File: config.mk
export PLATFORM = sky130hd
export DESIGN_NAME = afp_chan_ctrl
export DESIGN_NICKNAME = d
export VERILOG_FILES = /design/src/design/afp_pkg.sv /design/src/design/afp_chan_ctrl.sv
export SDC_FILE = /design/constraint.sdc
export NUM_CORES = 2
export LEC_CHECK = 0
export BUFFER_PORTS_ARGS = -buffer_cell sky130_fd_sc_hd__buf_2
export CAP_MARGIN = 20
export CORE_AREA = 3 3 396 398
export CTS_CLUSTER_SIZE = 40
export DETAILED_ROUTE_END_ITERATION = 7
export DIE_AREA = 0 0 399 401
export GPL_ROUTABILITY_DRIVEN = 0
export PLACE_DENSITY_LB_ADDON = 0.1
export SLEW_MARGIN = 20
export SYNTH_ARGS = -nofsm -noshare
export SYNTH_HDL_FRONTEND = slang
export SYNTH_SLANG_ARGS = --single-unit
File: constraint.sdc
create_clock -name aclk -period 52.9 [get_ports aclk]
set_input_delay 5.29 -clock aclk [delete_from_list [all_inputs] [get_ports aclk]]
set_output_delay 5.29 -clock aclk [all_outputs]
set_load 0.02 [all_outputs]
File: src/design/afp_pkg.sv
// Shared types, field widths and constants for the adaptive frame pacing block.
// Used by afp_chan_ctrl and adaptive_frame_pacing; depends on nothing else.
`timescale 1ns / 1ps
`default_nettype none

package afp_pkg;

    // Sizing
    localparam int CHANNELS    = 16;
    localparam int QUEUE_DEPTH = 16;
    localparam int CH_IDX_W    = $clog2(CHANNELS);

    // Field widths
    localparam int OP_W        = 2;
    localparam int CHANNEL_W   = 4;
    localparam int TIME_W      = 32;
    localparam int COUNT_W     = 5;
    localparam int PCT_W       = 8;
    localparam int INTERVAL_W  = 16;
    localparam int DEPTH_W     = 5;

    // Stream widths (input tdata padded to whole bytes)
    localparam int S_DATA_RAW_W = CHANNEL_W + TIME_W;
    localparam int S_TDATA_W    = ((S_DATA_RAW_W + 7) / 8) * 8;
    localparam int S_TUSER_W    = OP_W;
    localparam int M_DATA_RAW_W = 3 + COUNT_W + PCT_W;
    localparam int M_TDATA_W    = ((M_DATA_RAW_W + 7) / 8) * 8;

    // Configuration port
    localparam int CFG_INDEX_W = 1;
    localparam int CFG_DATA_W  = INTERVAL_W;
    localparam logic [CFG_INDEX_W-1:0] REG_FRAME_INTERVAL = 1'd0;
    localparam logic [CFG_INDEX_W-1:0] REG_IDEAL_DEPTH    = 1'd1;
    localparam logic [INTERVAL_W-1:0]  FRAME_INTERVAL_RST = 16'd40;
    localparam logic [DEPTH_W-1:0]     IDEAL_DEPTH_RST    = 5'd4;

    // Event kinds
    localparam logic [OP_W-1:0] OP_TICK    = 2'd0;
    localparam logic [OP_W-1:0] OP_ARRIVE  = 2'd1;
    localparam logic [OP_W-1:0] OP_PRESENT = 2'd2;

    // Scale constants
    localparam logic [PCT_W-1:0] SCALE_UNITY = 8'd100;
    localparam logic [PCT_W-1:0] SCALE_FLOOR = 8'd50;
    localparam logic [PCT_W-1:0] SCALE_CEIL  = 8'd200;
    localparam logic [PCT_W-1:0] SCALE_STEP  = 8'd5;

    // Divide by 100 via reciprocal multiply: exact for products below 2**24
    localparam int PROD_W       = INTERVAL_W + PCT_W;
    localparam int DIV100_SHIFT = 31;
    localparam int DIV100_MUL_W = 25;
    localparam longint unsigned DIV100_MUL_L =
        ((64'd1 << DIV100_SHIFT) + 64'd99) / 64'd100;
    localparam logic [DIV100_MUL_W-1:0] DIV100_MUL = DIV100_MUL_W'(DIV100_MUL_L);
    localparam int DIV_PROD_W   = PROD_W + DIV100_MUL_W;
    localparam int DT_W         = 18;

    typedef struct packed {
        logic [TIME_W-1:0]    now_time;
        logic [CHANNEL_W-1:0] channel;
        logic [OP_W-1:0]      op;
    } afp_item_t;

    // Packed so that present_due lands in bit 0 of tdata
    typedef struct packed {
        logic               dropped;
        logic [PCT_W-1:0]   adjust_percent;
        logic [COUNT_W-1:0] queue_count;
        logic               shown;
        logic               present_due;
    } afp_result_t;

    typedef struct packed {
        logic [INTERVAL_W-1:0] frame_interval;
        logic [DEPTH_W-1:0]    ideal_queue_depth;
    } afp_cfg_t;

endpackage

`default_nettype wire

File: src/design/afp_chan_ctrl.sv
// Per-channel pacing state and the read-modify-write of that state for one item.
// Depends on afp_pkg.
`timescale 1ns / 1ps
`default_nettype none

module afp_chan_ctrl import afp_pkg::*; (
    input  wire logic        aclk,
    input  wire logic        aresetn,
    input  wire afp_cfg_t    cfg,
    input  wire logic        item_en,
    input  wire afp_item_t   item,
    output afp_result_t      result
);

    logic [COUNT_W-1:0]    count_reg      [CHANNELS];
    logic                  speeding_reg   [CHANNELS];
    logic [PCT_W-1:0]      pct_reg        [CHANNELS];
    logic [INTERVAL_W-1:0] base_reg       [CHANNELS];
    logic [TIME_W-1:0]     due_time_reg   [CHANNELS];
    logic                  due_valid_reg  [CHANNELS];
    logic [TIME_W-1:0]     last_shown_reg [CHANNELS];
    logic                  first_tick_reg [CHANNELS];
    logic                  seen_reg       [CHANNELS];
    logic                  has_shown_reg  [CHANNELS];

    logic [COUNT_W-1:0]    count_next;
    logic                  speeding_next;
    logic [PCT_W-1:0]      pct_next;
    logic [INTERVAL_W-1:0] base_next;
    logic [TIME_W-1:0]     due_time_next;
    logic                  due_valid_next;
    logic [TIME_W-1:0]     last_shown_next;
    logic                  first_tick_next;
    logic                  seen_next;
    logic                  has_shown_next;

    logic [CH_IDX_W-1:0]   ch;
    logic                  ch_ok;
    logic                  faster;
    logic [PCT_W-1:0]      pct_start;
    logic [PCT_W-1:0]      pct_stepped;
    logic [PROD_W-1:0]     scaled;
    logic [DIV_PROD_W-1:0] scaled_div;
    logic [DT_W-1:0]       dt;
    afp_result_t           res;

    assign ch    = item.channel[CH_IDX_W-1:0];
    assign ch_ok = (int'(item.channel) < CHANNELS);

    // Scale step for a tick that needs a new due time
    assign faster    = (count_reg[ch] >= cfg.ideal_queue_depth);
    assign pct_start = (faster != speeding_reg[ch]) ? SCALE_UNITY : pct_reg[ch];

    always_comb begin
        pct_stepped = pct_start;
        if (faster) begin
            if (pct_start > SCALE_FLOOR) begin
                pct_stepped = pct_start - SCALE_STEP;
            end
        end else begin
            if (pct_start < SCALE_CEIL) begin
                pct_stepped = pct_start + SCALE_STEP;
            end
        end
    end

    // base * pct / 100
    assign scaled     = PROD_W'(base_reg[ch]) * PROD_W'(pct_stepped);
    assign scaled_div = DIV_PROD_W'(scaled) * DIV_PROD_W'(DIV100_MUL);
    assign dt         = scaled_div[DIV100_SHIFT +: DT_W];

    always_comb begin
        count_next      = count_reg[ch];
        speeding_next   = speeding_reg[ch];
        pct_next        = pct_reg[ch];
        base_next       = base_reg[ch];
        due_time_next   = due_time_reg[ch];
        due_valid_next  = due_valid_reg[ch];
        last_shown_next = last_shown_reg[ch];
        first_tick_next = first_tick_reg[ch];
        seen_next       = seen_reg[ch];
        has_shown_next  = has_shown_reg[ch];
        res             = '0;

        case (item.op)
            OP_TICK: begin
                if (seen_reg[ch]) begin
                    if (first_tick_reg[ch]) begin
                        first_tick_next = 1'b0;
                        base_next       = cfg.frame_interval;
                        due_time_next   = item.now_time;
                        due_valid_next  = 1'b1;
                    end else if (!due_valid_reg[ch]) begin
                        speeding_next  = faster;
                        pct_next       = pct_stepped;
                        due_time_next  = last_shown_reg[ch] + TIME_W'(dt);
                        due_valid_next = 1'b1;
                    end
                    res.present_due = (count_reg[ch] != '0) && due_valid_next &&
                                      (item.now_time >= due_time_next);
                end
            end
            OP_ARRIVE: begin
                seen_next = 1'b1;
                if (count_reg[ch] >= COUNT_W'(QUEUE_DEPTH)) begin
                    res.dropped = 1'b1;
                end else begin
                    count_next = count_reg[ch] + COUNT_W'(1);
                end
            end
            OP_PRESENT: begin
                if (count_reg[ch] != '0) begin
                    count_next     = count_reg[ch] - COUNT_W'(1);
                    has_shown_next = 1'b1;
                    res.shown      = 1'b1;
                end else if (has_shown_reg[ch]) begin
                    // repeat the last frame
                    res.shown = 1'b1;
                end
                if (res.shown) begin
                    last_shown_next = item.now_time;
                    due_valid_next  = 1'b0;
                end
            end
            default: begin
            end
        endcase

        res.queue_count    = count_next;
        res.adjust_percent = pct_next;

        if (!ch_ok) begin
            res                = '0;
            res.adjust_percent = SCALE_UNITY;
        end
    end

    assign result = res;

    always_ff @(posedge aclk) begin
        if (!aresetn) begin
            for (int i = 0; i < CHANNELS; i++) begin
                count_reg[i]      <= '0;
                speeding_reg[i]   <= 1'b0;
                pct_reg[i]        <= SCALE_UNITY;
                base_reg[i]       <= '0;
                due_time_reg[i]   <= '0;
                due_valid_reg[i]  <= 1'b0;
                last_shown_reg[i] <= '0;
                first_tick_reg[i] <= 1'b1;
                seen_reg[i]       <= 1'b0;
                has_shown_reg[i]  <= 1'b0;
            end
        end else if (item_en && ch_ok) begin
            count_reg[ch]      <= count_next;
            speeding_reg[ch]   <= speeding_next;
            pct_reg[ch]        <= pct_next;
            base_reg[ch]       <= base_next;
            due_time_reg[ch]   <= due_time_next;
            due_valid_reg[ch]  <= due_valid_next;
            last_shown_reg[ch] <= last_shown_next;
            first_tick_reg[ch] <= first_tick_next;
            seen_reg[ch]       <= seen_next;
            has_shown_reg[ch]  <= has_shown_next;
        end
    end

endmodule

`default_nettype wire

==> metrics.md <==
| Metric | Value |
|---|---|
| Highest achievable clock rate | 30.3 MHz |
| DP Worst Slack | 20.07 ns |
| Yosys reg bits | 1568 |
| Synth Flop Type | edfxtp_1 |
| Crit-path max cell delay | about 0.86 ns |
| DRC viols | 0 |
| Top cell type's share of synthesized area | a little over half |
| Synth Area in Adders | about 12% |
| Synth cell types | 86 |
| Crit-path max FO | 70 |
| Layout cell share with drive strength beyond 1 | between 10% and 20% |
| Worst EP required | between 40 and 50 ns |
| Mux share of post-synthesis cell area | between 10% and 20% |
| Largest family of logic cells by synthesized area | multiplexers |
| Slew Limit Fails | 0 |
| Worst-path clk slew | roughly 0.05 ns |
| Met3 usage | 5.22% |
| Crit path arrival time | 27.72 ns |
| GRT met1 Usage | around 46% |
| Row cnt | 144 |
| Maxcap violations | 0 |
| Post-synth top area cell | edfxtp_1 |
| CTS tree | built |
| Outcome | complete, no violations |
| Wirelength, routed | ~250000 µm |
| Yosys warns | 0 |
| TritonCTS Buffers | around 170 |
| Core Area | approximately 150000 µm² |
| Worst Hold Class | reg2reg |
| Remaining antenna violation count after routing | 0 |
| H-tree levels | 4 |
| Initial Utilization | around 55% |
| Root Buffer | clkbuf_16 |
| First-pass GRT wire length | 366000 µm |
| Worst R2R Path Depth | 67 |
| Most Crowded Layer GR | met2 |
| Sink Count | between 1500 and 2000 |
| Die height | ~400 µm |
| Crit share post-route | around 62% |
| Async set or reset register ratio after synthesis | 0% |
| Crit path max-delay cell type | xor2_1 |
| Vias/cell | ~6.3 |
| Initial antenna violation count | 8 |
| Syn avg cell area | 13.3 µm² |
| Mapped Area | around 84000 µm² |
| Crit path buffers/inverters | 11 |
| Overall die area | 160000 µm² |
| Largest net degree at the start of global routing | 97 |
| Die width | between 300 and 400 µm |
| I/O pin cnt | between 70 and 80 |
| Register area share after synthesis | a little under three fifths |
| TritonRoute pass-1 iters | 6 |
| Clock tree buffer depth | 3 |
| Kind of critical path | in2out |
| Skew-Pair Late Insertion Delay | just over 0.8 ns |
| Crit. End Element | primary output |
| Placed insts | 8183 |
| Slew headroom | 22.2% |
| DPL Wire Length | approximately 140000 µm |
| Layout Cells excl Fill | between 8000 and 9000 |
| Compound-Gate Fraction of Synth Area | between 3 and 4% |
| P&R area growth vs syn | 9.05% |
| Initial drt markers | 6150 |
| Post-CTS Hold Buffers | 0 |
| Sum of negative setup slack | 0 ns |
| GR Util All Layers | between 30% and 40% |
| IO Port Bufs | 77 |
| Final clock skew | approximately 0.046 ns |
| Worst-margin pin slew | between 1 and 1.5 ns |
| Final setup viols | 0 |
| Multi-input gate area | 34100 µm² |
| Period minus WS final | between 30 and 40 ns |
| Vias in the first global route | 53823 |
| Cells after Synth | approximately 6300 |
| Post-cts sizing count | 0 |
| Met2 usage | around half |
| Simple-gate share of the synthesized area | 10.3% |
| Xor and xnor area share after synthesis | 0.729% |
| Main area contributors after synthesis | edfxtp_1 (54%), mux4_2 (11%), nor2_1 (7.4%) |
| CP Launch Type | input port |
| Crit path depth | 79 |
| Fill count | ~12000 |
| Final net count | around 7000 |
| Syn nets | around 7100 |
| RSZ-0062 raised after global routing | no |
| Hold Crit Depth | 2 |
| Vias | roughly 53000 |
| Final hold vios | 0 |
| Gr ovfl total | 0 |
| Post-CTS Setup Bufs | 0 |
| Setup ws final | around 20 ns |
| Crit-path most repeated cell | a21oi_1 |
| FF/Latch Area | 46400 µm² |
| Routed len/inst | about 29 µm |
| Post-synth EDFFs | approximately 1500 |
| Family with the most delay on the worst path | compound AO/OA/AOI/OAI gates |
==> Yosys cell counts (10+ instances only) <==
master / count
fa_1: 284
a21oi_1: 122
nand2_1: 254
o21ai_1: 19
xor2_1: 18
a21o_1: 35
mux4_1: 56
nor2_1: 1656
buf_2: 98
nor2b_1: 14
o21a_1: 10
edfxtp_1: 1504
o21bai_1: 13
nor2_2: 11
o211ai_1: 15
ha_1: 359
or2_2: 27
a211oi_1: 19
inv_1: 471
mux2i_1: 49
a22o_1: 11
buf_4: 40
mux4_2: 410
nor3_1: 22
clkbuf_1: 246
xnor2_1: 52
nand3_1: 99
and2_1: 12
nand4_1: 21
nand2b_1: 19
dfxtp_1: 64
or3_1: 11
o21ai_0: 118
buf_6: 17
buf_1: 27
==> path summary, 6_finish.rpt <==
path         slack, ns         startpoint                    to
max              19.89            item[3]             result[0]
min               0.47  due_valid_reg[13]     due_valid_reg[13]
max reg2reg      32.49   count_reg[15][0]  due_time_reg[13][24]
min reg2reg       0.47  due_valid_reg[13]     due_valid_reg[13]
==> worst reg2reg max path, delay by kind of cell (launching register included) <==
| kind | cells | cell delay, ns |
|---|---|---|
| buffers and inverters | 9 | 1.33 |
| multiplexers | 2 | 1.03 |
| AND/OR/NAND/NOR | 11 | 1.92 |
| adder cells (fa/ha/maj) | 15 | 6.30 |
| AO/OA/AOI/OAI | 27 | 7.50 |
| XOR/XNOR | 3 | 1.60 |
| flip-flops | 1 | 0.43 |
==> cell usage in the layout (no fill, tap or decap), types with 10 or more instances in the layout <==
| cell | count |
|---|---|
| o21ai_0 | 116 |
| mux4_2 | 410 |
| o211ai_1 | 15 |
| dfxtp_1 | 64 |
| buf_4 | 156 |
| nor2_2 | 12 |
| mux4_1 | 56 |
| a211oi_1 | 19 |
| or3_1 | 11 |
| nand2_4 | 28 |
| clkbuf_16 | 169 |
| buf_2 | 73 |
| nand3_1 | 95 |
| o21bai_1 | 13 |
| mux2i_1 | 32 |
| ha_1 | 359 |
| nor2b_1 | 14 |
| clkinv_1 | 31 |
| mux2i_2 | 16 |
| nand4_1 | 21 |
| nor3_1 | 21 |
| a22o_1 | 11 |
| xnor2_1 | 52 |
| nand2_1 | 226 |
| nor2_1 | 1654 |
| or2_2 | 27 |
| nand2b_1 | 18 |
| fa_1 | 284 |
| edfxtp_1 | 1504 |
| inv_1 | 471 |
| clkinv_2 | 25 |
| and2_1 | 12 |
| o21a_1 | 10 |
| a21o_1 | 35 |
| xor2_1 | 18 |
| clkbuf_1 | 52 |
| o21ai_1 | 16 |
| a21oi_2 | 16 |
| a21oi_1 | 109 |
==> layout make-up <==
type	instances	area share (%)
diodes	5	0.0136
multi-input cells	3864	37.2
well taps	2044	2.79
clock inverters	82	0.770
repair buffers	237	1.82
clock buffers	221	4.82
inverters	472	1.94
flip-flops and latches	1568	50.6
==> kinds of logic after synthesis <==
| kind of cell | after synthesis |
|---|---|
| flops | 1568 |
| simple gates | 2171 |
| buf+inv | 913 |
| xor+xnor | 70 |
| compound gates | 457 |
| mux | 523 |
| fa+ha+maj | 643 |
==> layer usage <==
| layer | vias to the layer above | wire (µm) |
|---|---|---|
| li1 | 22553 | - |
| met1 | 27158 | 97100 |
| met2 | 3045 | 116000 |
| met3 | 428 | 26100 |
| met4 | 6 | 6490 |
| met5 | - | 37 |
==> per-stage QoR <==
step           cell area [µm²]  util, %  hold slack (ns)
2_1_floorplan            84100        -            0.435
3_3_place_gp             86400     56.2            0.444
5_1_grt                  91700     59.7            0.492
4_1_cts                  91700     59.6            0.469
6_report                 91700     59.7            0.466
3_5_place_dp             86500     56.3            0.457
Power is left out: the tool's default activity adds up to more than one toggle a clock period on the data nets, which glitch-free logic cannot reach.
